`config.mk`:
```
export PLATFORM = sky130hd
export DESIGN_NAME = crtc_raster_timing
export DESIGN_NICKNAME = d
export VERILOG_FILES = /design/src/rtl/core/crtc_pkg.sv /design/src/rtl/core/crtc_ctrl.sv /design/src/rtl/core/crtc_dpath.sv /design/src/rtl/core/crtc_raster_timing.sv
export SDC_FILE = /design/constraint.sdc
export NUM_CORES = 1
export LEC_CHECK = 0
export BUFFER_PORTS_ARGS = -buffer_cell sky130_fd_sc_hd__buf_4
export CAP_MARGIN = 10
export CORE_ASPECT_RATIO = 2
export CORE_MARGIN = 1
export CORE_UTILIZATION = 28
export CTS_CLUSTER_SIZE = 16
export DETAILED_ROUTE_END_ITERATION = 12
export GPL_ROUTABILITY_DRIVEN = 1
export GPL_TIMING_DRIVEN = 1
export HOLD_SLACK_MARGIN = 0.08
export PLACE_DENSITY_LB_ADDON = 0.08
export SLEW_MARGIN = 40
export SYNTH_ARGS = -nofsm -noshare
export SYNTH_HDL_FRONTEND = slang
export SYNTH_SLANG_ARGS = --single-unit
```
`constraint.sdc`:
```
create_clock -name clk -period 9.6 [get_ports clk]
set_clock_uncertainty 0.1 [all_clocks]
set_input_delay 1.92 -clock clk [delete_from_list [all_inputs] [get_ports clk]]
set_output_delay 1.92 -clock clk [all_outputs]
set_load 0.01 [all_outputs]
```
`src/rtl/core/crtc_pkg.sv`:
```
// shared types and constants of the crtc raster timing block
// no dependencies; used by controller, datapath and top level
`default_nettype none

package crtc_pkg;

  localparam int DotW    = 11;
  localparam int LineW   = 13;
  localparam int AddrW   = 16;
  localparam int CfgW    = 14;
  localparam int CfgIdxW = 3;
  localparam int ScanW   = 5;
  localparam int CharHW  = ScanW + 1;

  // residue divider runs one step per scanline bit
  localparam int DivSteps = LineW;
  localparam int StepW    = $clog2(DivSteps);
  localparam logic [StepW-1:0] StepLast = StepW'(DivSteps - 1);

  localparam logic [7:0]  ResetHorizTotal    = 8'd113;
  localparam logic [7:0]  ResetHorizDisplay  = 8'd80;
  localparam logic [6:0]  ResetVertTotal     = 7'd31;
  localparam logic [4:0]  ResetVertAdjust    = 5'd6;
  localparam logic [6:0]  ResetVertDisplay   = 7'd25;
  localparam logic [6:0]  ResetVsyncRow      = 7'd28;
  localparam logic [4:0]  ResetMaxScanLine   = 5'd7;
  localparam logic [13:0] ResetStartAddress  = 14'd0;

  typedef enum logic [CfgIdxW-1:0] {
    REG_HORIZ_TOTAL     = 3'd0,
    REG_HORIZ_DISPLAYED = 3'd1,
    REG_VERT_TOTAL      = 3'd2,
    REG_VERT_ADJUST     = 3'd3,
    REG_VERT_DISPLAYED  = 3'd4,
    REG_VSYNC_ROW       = 3'd5,
    REG_MAX_SCAN_LINE   = 3'd6,
    REG_START_ADDRESS   = 3'd7
  } cfg_reg_t;

  typedef enum logic {
    ST_CALC,
    ST_RUN
  } ctrl_state_t;

  typedef struct packed {
    logic accept;
    logic div_load;
    logic div_step;
  } dp_cmd_t;

  typedef struct packed {
    logic             display_enable;
    logic             vblank;
    logic             line_end;
    logic             line_visible;
    logic [DotW-1:0]  dot_position;
    logic [LineW-1:0] scan_line;
    logic [AddrW-1:0] row_address;
  } result_t;

endpackage

`default_nettype wire

```
`src/rtl/core/crtc_ctrl.sv`:
```
// controller of the crtc raster timing block: sequencing and handshakes
// depends on crtc_pkg
`default_nettype none

module crtc_ctrl (
  input  logic              clk,
  input  logic              rst,
  input  logic              cfg_we,
  input  logic              s_tvalid,
  input  logic              m_tready,
  output logic              s_tready,
  output logic              m_tvalid,
  output crtc_pkg::dp_cmd_t cmd
);
  import crtc_pkg::*;

  ctrl_state_t      state;
  ctrl_state_t      state_next;
  logic [StepW-1:0] step_cnt;
  logic             out_valid;

  always_comb begin
    state_next = state;
    unique case (state)
      ST_CALC: begin
        if (!cfg_we && step_cnt == StepLast) begin
          state_next = ST_RUN;
        end
      end
      ST_RUN: begin
        if (cfg_we) begin
          state_next = ST_CALC;
        end
      end
      default: state_next = ST_CALC;
    endcase
  end

  always_comb begin
    s_tready     = (state == ST_RUN) && (!out_valid || m_tready);
    cmd.accept   = s_tready && s_tvalid;
    cmd.div_load = cfg_we;
    cmd.div_step = (state == ST_CALC) && !cfg_we;
  end

  assign m_tvalid = out_valid;

  always_ff @(posedge clk) begin
    if (rst) begin
      state     <= ST_CALC;
      step_cnt  <= '0;
      out_valid <= 1'b0;
    end else begin
      state <= state_next;
      if (cfg_we) begin
        step_cnt <= '0;
      end else if (state == ST_CALC) begin
        step_cnt <= step_cnt + StepW'(1);
      end
      if (cmd.accept) begin
        out_valid <= 1'b1;
      end else if (m_tready) begin
        out_valid <= 1'b0;
      end
    end
  end

endmodule

`default_nettype wire

```
`src/rtl/core/crtc_dpath.sv`:
```
// datapath of the crtc raster timing block: registers, counters, residue
// divider and result register; depends on crtc_pkg
`default_nettype none

module crtc_dpath (
  input  logic                          clk,
  input  logic                          rst,
  input  logic                          cfg_we,
  input  logic [crtc_pkg::CfgIdxW-1:0]  cfg_index,
  input  logic [crtc_pkg::CfgW-1:0]     cfg_data,
  input  crtc_pkg::dp_cmd_t             cmd,
  input  logic                          tick,
  output crtc_pkg::result_t             result
);
  import crtc_pkg::*;

  // configuration registers
  logic [7:0]  horiz_total;
  logic [7:0]  horiz_displayed;
  logic [6:0]  vert_total;
  logic [4:0]  vert_adjust;
  logic [6:0]  vert_displayed;
  logic [6:0]  vsync_row;
  logic [4:0]  max_scan_line;
  logic [13:0] start_address;

  // derived limits, settled while the controller runs the divider
  logic [DotW:0]    line_len;
  logic [LineW-1:0] total_lines;
  logic [LineW-1:0] v_vis;
  logic [LineW-1:0] vb_start;
  logic [DotW-1:0]  h_vis;
  logic [CharHW-1:0] char_h;

  // raster state
  logic [DotW-1:0]  dot_count;
  logic [LineW-1:0] line_count;
  logic [AddrW-1:0] row_addr;
  logic             vblank_flag;
  logic [ScanW-1:0] residue;      // line_count modulo char_h
  logic [LineW-1:0] div_bits;

  logic [DotW-1:0]  dot_next;
  logic [LineW-1:0] line_next;
  logic [AddrW-1:0] row_next;
  logic             vblank_next;
  logic [ScanW-1:0] residue_next;
  logic             ended;
  logic             visible;

  logic [DotW:0]     dot_inc;
  logic [LineW:0]    line_inc;
  logic [CharHW-1:0] residue_inc;
  logic [CharHW-1:0] div_trial;
  logic [ScanW-1:0]  div_rem;

  always_ff @(posedge clk) begin
    if (rst) begin
      horiz_total     <= ResetHorizTotal;
      horiz_displayed <= ResetHorizDisplay;
      vert_total      <= ResetVertTotal;
      vert_adjust     <= ResetVertAdjust;
      vert_displayed  <= ResetVertDisplay;
      vsync_row       <= ResetVsyncRow;
      max_scan_line   <= ResetMaxScanLine;
      start_address   <= ResetStartAddress;
    end else if (cfg_we) begin
      unique case (cfg_reg_t'(cfg_index))
        REG_HORIZ_TOTAL:     horiz_total     <= cfg_data[7:0];
        REG_HORIZ_DISPLAYED: horiz_displayed <= cfg_data[7:0];
        REG_VERT_TOTAL:      vert_total      <= cfg_data[6:0];
        REG_VERT_ADJUST:     vert_adjust     <= cfg_data[4:0];
        REG_VERT_DISPLAYED:  vert_displayed  <= cfg_data[6:0];
        REG_VSYNC_ROW:       vsync_row       <= cfg_data[6:0];
        REG_MAX_SCAN_LINE:   max_scan_line   <= cfg_data[4:0];
        REG_START_ADDRESS:   start_address   <= cfg_data[13:0];
        default: ;
      endcase
    end
  end

  assign char_h = {1'b0, max_scan_line} + CharHW'(1);
  assign h_vis  = {horiz_displayed, 3'b000};

  always_ff @(posedge clk) begin
    line_len    <= {({1'b0, horiz_total} + 9'd1), 3'b000};
    total_lines <= LineW'(({1'b0, vert_total} + 8'd1) * char_h) + LineW'(vert_adjust);
    v_vis       <= LineW'(vert_displayed * char_h);
    vb_start    <= LineW'(vsync_row * char_h);
  end

  assign dot_inc     = {1'b0, dot_count} + (DotW+1)'(1);
  assign line_inc    = {1'b0, line_count} + (LineW+1)'(1);
  assign residue_inc = {1'b0, residue} + CharHW'(1);

  always_comb begin
    dot_next     = dot_count;
    line_next    = line_count;
    row_next     = row_addr;
    vblank_next  = vblank_flag;
    residue_next = residue;
    ended        = 1'b0;
    visible      = 1'b0;
    if (cmd.accept && tick) begin
      if (dot_inc >= line_len) begin
        ended        = 1'b1;
        visible      = line_count < v_vis;
        dot_next     = '0;
        residue_next = residue_inc[ScanW-1:0];
        // character row boundary
        if (residue_inc == char_h) begin
          residue_next = '0;
          row_next     = row_addr + AddrW'({horiz_displayed, 1'b0});
        end
        if (line_inc >= {1'b0, total_lines}) begin
          line_next    = '0;
          row_next     = AddrW'({start_address, 1'b0});
          vblank_next  = 1'b0;
          residue_next = '0;
        end else begin
          if (line_inc >= {1'b0, vb_start}) begin
            vblank_next = 1'b1;
          end
          line_next = line_inc[LineW-1:0];
        end
      end else begin
        dot_next = dot_inc[DotW-1:0];
      end
    end
  end

  // restoring remainder step, one scanline bit per cycle
  assign div_trial = {residue, div_bits[LineW-1]};
  assign div_rem   = (div_trial >= char_h) ? ScanW'(div_trial - char_h)
                                           : div_trial[ScanW-1:0];

  always_ff @(posedge clk) begin
    if (rst) begin
      dot_count   <= '0;
      line_count  <= '0;
      row_addr    <= '0;
      vblank_flag <= 1'b0;
      residue     <= '0;
      div_bits    <= '0;
    end else begin
      dot_count   <= dot_next;
      line_count  <= line_next;
      row_addr    <= row_next;
      vblank_flag <= vblank_next;
      if (cmd.div_load) begin
        residue  <= '0;
        div_bits <= line_count;
      end else if (cmd.div_step) begin
        residue  <= div_rem;
        div_bits <= {div_bits[LineW-2:0], 1'b0};
      end else begin
        residue <= residue_next;
      end
    end
  end

  always_ff @(posedge clk) begin
    if (cmd.accept) begin
      result.display_enable <= (dot_next < h_vis) && (line_next < v_vis);
      result.vblank         <= vblank_next;
      result.line_end       <= ended;
      result.line_visible   <= visible;
      result.dot_position   <= dot_next;
      result.scan_line      <= line_next;
      result.row_address    <= row_next;
    end
  end

endmodule

`default_nettype wire

```
`src/rtl/core/crtc_raster_timing.sv`:
```
// channel   dir  beat content
// s_*       in   tdata[0] tick
// m_*       out  tdata: display_enable, vblank, line_visible, dot, line, address; tlast
// cfg_*     in   register write, index 0..7
//
// one beat per clock while s_tready is high; each result sits in the output register in the cycle after its beat
// a new beat is taken only while the output register is empty or its result leaves
// reset and every register write hold s_tready low while a
// one-bit-per-cycle divider rebuilds the scanline-in-row count
// a stalled master side holds the input side once the output register is full
`default_nettype none

module crtc_raster_timing (
  input  logic                          clk,
  input  logic                          rst,
  input  logic                          s_tvalid,
  output logic                          s_tready,
  input  logic [7:0]                    s_tdata,    // tick
  output logic                          m_tvalid,
  input  logic                          m_tready,
  // display_enable, vblank, line_visible, dot_position, scan_line, row_address
  output logic [47:0]                   m_tdata,
  output logic                          m_tlast,    // line_end
  input  logic                          cfg_we,
  input  logic [crtc_pkg::CfgIdxW-1:0]  cfg_index,
  input  logic [crtc_pkg::CfgW-1:0]     cfg_data
);
  import crtc_pkg::*;

  dp_cmd_t cmd;
  result_t result;

  crtc_ctrl u_ctrl (
    .clk      (clk),
    .rst      (rst),
    .cfg_we   (cfg_we),
    .s_tvalid (s_tvalid),
    .m_tready (m_tready),
    .s_tready (s_tready),
    .m_tvalid (m_tvalid),
    .cmd      (cmd)
  );

  crtc_dpath u_dpath (
    .clk       (clk),
    .rst       (rst),
    .cfg_we    (cfg_we),
    .cfg_index (cfg_index),
    .cfg_data  (cfg_data),
    .cmd       (cmd),
    .tick      (s_tdata[0]),
    .result    (result)
  );

  assign m_tdata = {5'b00000, result.row_address, result.scan_line, result.dot_position,
                    result.line_visible, result.vblank, result.display_enable};
  assign m_tlast = result.line_end;

endmodule

`default_nettype wire

```
## Word level (Yosys, flattened, before mapping)

Index checks and enable logic that the tools add are counted.

| word-level totals | value |
|---|---|
| flip-flop bits (word level) | 218 |
| bits of input ports | 30 |
| output and inout bits | 51 |

| cells by class | value |
|---|---|
| add/sub/neg operators | 10 |
| $mul | 3 |
| magnitude comparators | 7 |
| equality and inequality tests | 9 |
| mux-type cells | 27 |
| bitwise gates (word level) | 1 |
| reduce and logical (&&, ||, !) cells | 25 |

Operator list:

| kind | count |
|---|---|
| 13-bit 2-to-1 mux | 5 |
| 16-bit 2-to-1 mux | 4 |
| 5-bit 2-to-1 mux | 6 |
| 14-bit by 13-bit >= comparator with 1-bit output | 2 |
| 13-bit less-than comparator | 2 |
| 7-bit by 6-bit multiplier with 13-bit output | 2 |
| 11-bit 2-to-1 mux | 2 |
| 2-bit AND reduction | 10 |
| 16-bit by 9-bit adder with 16-bit output | 1 |
| 13-bit by 1-bit adder with 14-bit output (second input constant) | 1 |
| 13-bit by 5-bit adder with 13-bit output | 1 |
| 8-bit by 6-bit multiplier with 13-bit output | 1 |
| 11-bit by 1-bit adder with 12-bit output (second input constant) | 1 |
| 5-bit by 1-bit adder with 6-bit output (second input constant) | 2 |
| 3-bit equality test (second input constant) | 4 |
| 12-bit >= comparator | 1 |
| 11-bit less-than comparator | 1 |
| 8-bit by 1-bit adder with 9-bit output (second input constant) | 1 |
| 1-bit 2-to-1 mux | 9 |
| 7-bit by 1-bit adder with 8-bit output (second input constant) | 1 |
| 2-bit nonzero test | 4 |
| 3-bit by 2-bit equality test with 1-bit output (second input constant) | 2 |
| 6-bit equality test | 1 |
| 6-bit >= comparator | 1 |
| other kinds (11) | 17 |

## Longest topological paths before layout

| depth | value |
|---|---|
| depth in word-level cells | 8 |
| depth in mapped cells | 24 |

## Modules after synthesis

From an unflattened synthesis, not the netlist that was laid out.

| unflattened totals | value |
|---|---|
| cells, all modules | 1637 |
| area total of the unflattened synthesis | 14776.7 µm² |

Modules (own cells, without submodules):

| module | instances | cells each | area an instance (µm²) |
|---|---|---|---|
| crtc_dpath | 1 | 1600 | 14432.6 |
| crtc_ctrl | 1 | 31 | 302.8 |
| crtc_raster_timing | 1 | 6 | 41.3 |

## Least setup slack after synthesis

Ideal clock, no wire load.

| path | value |
|---|---|
| path kind | input to register |
| from | input port m_tready |
| to | register, netlist name u_dpath.result[43] |
| library setup time | 167 ps |
| arrival time | 5613 ps |
| data required time | 9333 ps |
| path slack | 3720 ps |
| cell stages on the path | 15 |
| path buffers | 2 |
| cells stage by stage | nand2b_1 > and2_1 > nand2_1 > inv_1 > and2_1 > clkbuf_1 > o21ai_1 > clkbuf_1 > o31ai_1 > ha_1 > a21o_1 > a21o_1 > a2111oi_0 > o21ai_0 > a211oi_1 |

RTL lines:

| what | line | source |
|---|---|---|
| from (decl) | crtc_raster_timing.sv:20 | `input logic m_tready,` |

## Worst setup path in the final report

| path | value |
|---|---|
| from | register u_dpath.max_scan_line[0] |
| to | register u_dpath.total_lines[11] |

| between the ends | value |
|---|---|
| word-level cells in the longest chain between the ends | 3 |

RTL lines:

| what | line | source |
|---|---|---|
| from (decl) | crtc_dpath.sv:24 | `logic [4:0] max_scan_line;` |
| from (signal assigned) | crtc_dpath.sv:65 | `max_scan_line <= ResetMaxScanLine;` |
| from (signal assigned) | crtc_dpath.sv:75 | `REG_MAX_SCAN_LINE: max_scan_line <= cfg_data[4:0];` |
| 5-bit by 1-bit adder with 6-bit output | crtc_dpath.sv:82 | `assign char_h = {1'b0, max_scan_line} + CharHW'(1);` |
| 8-bit by 6-bit multiplier with 13-bit output | crtc_dpath.sv:87 | `total_lines <= LineW'(({1'b0, vert_total} + 8'd1) * char_h) + LineW'(vert_adjust);` |
| 13-bit by 5-bit adder with 13-bit output | crtc_dpath.sv:87 |  |
| to (signal assigned) | crtc_dpath.sv:87 |  |
| to (decl) | crtc_dpath.sv:29 | `logic [LineW-1:0] total_lines;` |

Every way passes these cells.
A chain may end at the register's enable or synchronous reset.

==> results.md <==
* Status: finished clean
* Clk Latency, worst-skew pair at 0.53 ns
* Crit-path cells: buf_4, ha_1, xor2_2, buf_4, inv_1, nor2_1, fa_1, ha_1, inv_1, fa_1, fa_1, inv_1, ha_1, a21oi_1, o21bai_1, a2111oi_0, o31ai_1, a21oi_1, xnor2_1
* Input/output buffers at 68
* Required @ worst endpoint at 9.96 ns
* Top cells by area, synth: dfxtp_1 (24%), ha_1 (14%), fa_1 (9.6%)
* Remaining Overflow, GRT at 0
* Remaining DRCs at 0
* Fill cells at about 5,400
* Post-synth top area share at 0.239
* Routability cong. at between 0.7 and 0.8
* Post-Syn Instances at about 1,600
* Number of synthesized flops with an enable pin at 44
* Crit. End Element: register
* Initial core utilization at 0.283
* Core ar. at ~52,000 um2
* Layout cells sized above 1 at 0.0941
* Synth unique cells at 69
* Top_reg_cell synth: dfxtp_1
* RSZ-0062 raised after global routing: false
* Setup TNS at 0 ns
* Drt initial violations at 473
* Placed Cells at 2,305
* Arr. time, crit path at roughly 6.3 ns
* Via density at roughly 4.8
* Worst Hold Class: register to register
* Die width at approximately 160 um
* Max stage delay on crit path at about 0.69 ns
* Area Overhead vs Synth at 14.5%
* Clock sink total at between 200 and 250
* Final Max Tran Viols at 0
* Yosys warning total at 0
* H-tree depth at 1
* Slew HR at 0.472
* Top cells by count, synth: nand2_1 (203), inv_1 (179), dfxtp_1 (174), ha_1 (163), nor2_1 (117)
* Antenna-violating nets left at 0
* Register area at between 4000 and 5000 um2
* Fmax at ~0.17 GHz
* Post-layout min period at roughly 5.9 ns
* Vias in the first global route at roughly 12,000
* Worst Tran Pin Value at 0.792 ns
* Max-cap violations at 0
* Largest net degree at the start of global routing at 68
* Num CTS Buffers at 24
* Clk Tree Root Cell: clkbuf_16
* Rows at 118
* Number of diodes at 0
* Slowest CP cell: a2111oi_0
* Worst-path clk slew at roughly 0.070 ns
* CTS tree: done
* Asr flop ratio synth at 0
* Die Area at roughly 53,000 um2
* Final hold vios at 0
* Leakage at 7.48 nW
* First-pass GRT wire length at a little under 70,000 um
* Clock Tree Buf Depth at 3
* Most frequent cell after synthesis: nand2_1
* Top delay family on crit path: adder cells
* Seq cells post-synth at roughly 220
* CP Launch Type: register
* Non-filler instance count after layout at around 2,300
* Total global-route track usage at 0.173
* Area of the multi-input gates at 8870 um2
* Mapped Area at between 10,000 and 15,000 um2
* Post-Route WL at about 45,000 um
* Sequential area share after synthesis at 0.329
* Post-CTS resize count at 0
* Crit path kind: register to register
* Drt pass-1 iters at 7
* Peak supply drop at approximately 0.13 mV
* Die H at roughly 320 um
* CP Max Fanout at 19
* Yosys top cell by area: dfxtp_1
* Post-CTS Hold Buffers at 0
* Via count at roughly 11,000
* Initial antenna violation count at 0
* Tcrit/Tclk final at 0.618
* DPL Wire Length at 34,600 um
* Final setup fails at 0
* # Post-CTS Setup Buffers at 0
* I/O pin cnt at a little over 80
* Crit path buffers/inverters at 5
* Fin nets at slightly below 2,000
* PwrDens at 134 nW/um2
* WL/cell at 19.0 um
* Syn_area_per_cell at around 9 um2
==> power by group <==
| group | switching, mW | leakage (nW) | internal [mW] |
|---|---|---|---|
| sequential | 0.0179 | 1.88 | 0.959 |
| clock | 0.408 | 0.414 | 0.579 |
| combinational | 0.168 | 5.19 | 0.110 |
| total | 0.594 | 7.48 | 1.65 |
==> layout by cell type (no fill, tap or decap), types with 8 or more instances in the layout <==
cell type	instances
nand2_1	203
inv_1	178
dfxtp_1	174
ha_1	163
nor2_1	116
a21oi_1	100
buf_4	88
fa_1	70
and2_1	53
xnor2_1	53
mux2i_1	44
edfxtp_1	44
nand3_1	36
o21ai_0	29
clkbuf_16	27
xor2_1	26
a21o_1	23
and3_1	21
nor2b_1	20
nor3_1	16
nand2b_1	15
nand4_1	13
or2_2	11
a211oi_1	10
o211ai_1	10
o31ai_1	10
o22ai_1	9
a31oi_1	8
==> metal layers <==
| layer | wire [um] | vias to the layer above | track usage |
|---|---|---|---|
| li1 | - | 5535 | - |
| met5 | 0 | - | 0 |
| met1 | 15900 | 5493 | 0.165 |
| met3 | 973 | 61 | 0.0130 |
| met2 | 26500 | 170 | 0.366 |
| met4 | 1350 | 0 | 0.0585 |
==> cells by family after synthesis <==
family,after synthesis,share of synthesized area
AND/OR/NAND/NOR,526,0.169
multiplexers,47,0.0325
AO/OA/AOI/OAI,263,0.118
other,1,0.000257
flip-flops,218,0.329
buffers and inverters,244,0.0643
adder cells (fa/ha/maj),233,0.236
XOR/XNOR,82,0.0508
==> stage by stage <==
stage / utilization / area, um2 / hold slack (ns) / power, mW / worst slack, ns
finish: 0.324 / 16700 / 0.322 / 2.24 / 3.67
global placement: 0.307 / 15800 / 0.306 / 1.28 / 3.60
CTS: 0.324 / 16700 / 0.327 / 2.29 / 3.59
detailed placement: 0.308 / 15900 / 0.310 / 1.28 / 3.56
global route: 0.324 / 16700 / 0.344 / 2.35 / 3.42
floorplan: - / 14600 / 0.284 / 1.19 / 3.72
==> final cells by class <==
class                           count  area share
Clock inverter                     13     0.00757
Timing Repair Buffer               89      0.0402
Multi-Input combinational cell   1156       0.531
Clock buffer                       31      0.0426
Tap cell                          660      0.0495
Inverter                          182      0.0409
Sequential cell                   218       0.288
==> flip-flops by register name (all words and copies together), names as in the netlist <==
name                     cells
u_ctrl.m_tvalid              1
u_ctrl.state                 1
u_ctrl.step_cnt              4
u_dpath.div_bits            13
u_dpath.dot_count           11
u_dpath.horiz_displayed      8
u_dpath.horiz_total          8
u_dpath.line_count          13
u_dpath.line_len             9
u_dpath.max_scan_line        5
u_dpath.residue              5
u_dpath.result              44
u_dpath.row_addr            16
u_dpath.start_address       14
u_dpath.total_lines         13
u_dpath.v_vis               13
u_dpath.vb_start            13
u_dpath.vblank_flag          1
u_dpath.vert_adjust          5
u_dpath.vert_displayed       7
u_dpath.vert_total           7
u_dpath.vsync_row            7
==> final timing paths <==
path / startpoint / endpoint / slack (ns) / cells after the start
worst min-delay path: u_dpath.horiz_total[0] / u_dpath.line_len[3] / 0.32 / 1
worst max register to register: u_dpath.max_scan_line[0] / u_dpath.total_lines[11] / 3.67 / 19
worst min register to register: u_dpath.horiz_total[0] / u_dpath.line_len[3] / 0.32 / 1
worst max-delay path: u_dpath.max_scan_line[0] / u_dpath.total_lines[11] / 3.67 / 19
==> worst reg2reg max path, stage by stage (launching register included) <==
cell       delay [ns]
dfxtp_1          0.31
buf_4            0.30
ha_1             0.27
xor2_2           0.44
buf_4            0.32
inv_1            0.20
nor2_1           0.20
fa_1             0.42
ha_1             0.30
inv_1            0.05
fa_1             0.49
fa_1             0.51
inv_1            0.04
ha_1             0.34
a21oi_1          0.25
o21bai_1         0.13
a2111oi_0        0.69
o31ai_1          0.16
a21oi_1          0.20
xnor2_1          0.13
No activity file was read; power rests on OpenSTA's default activity.
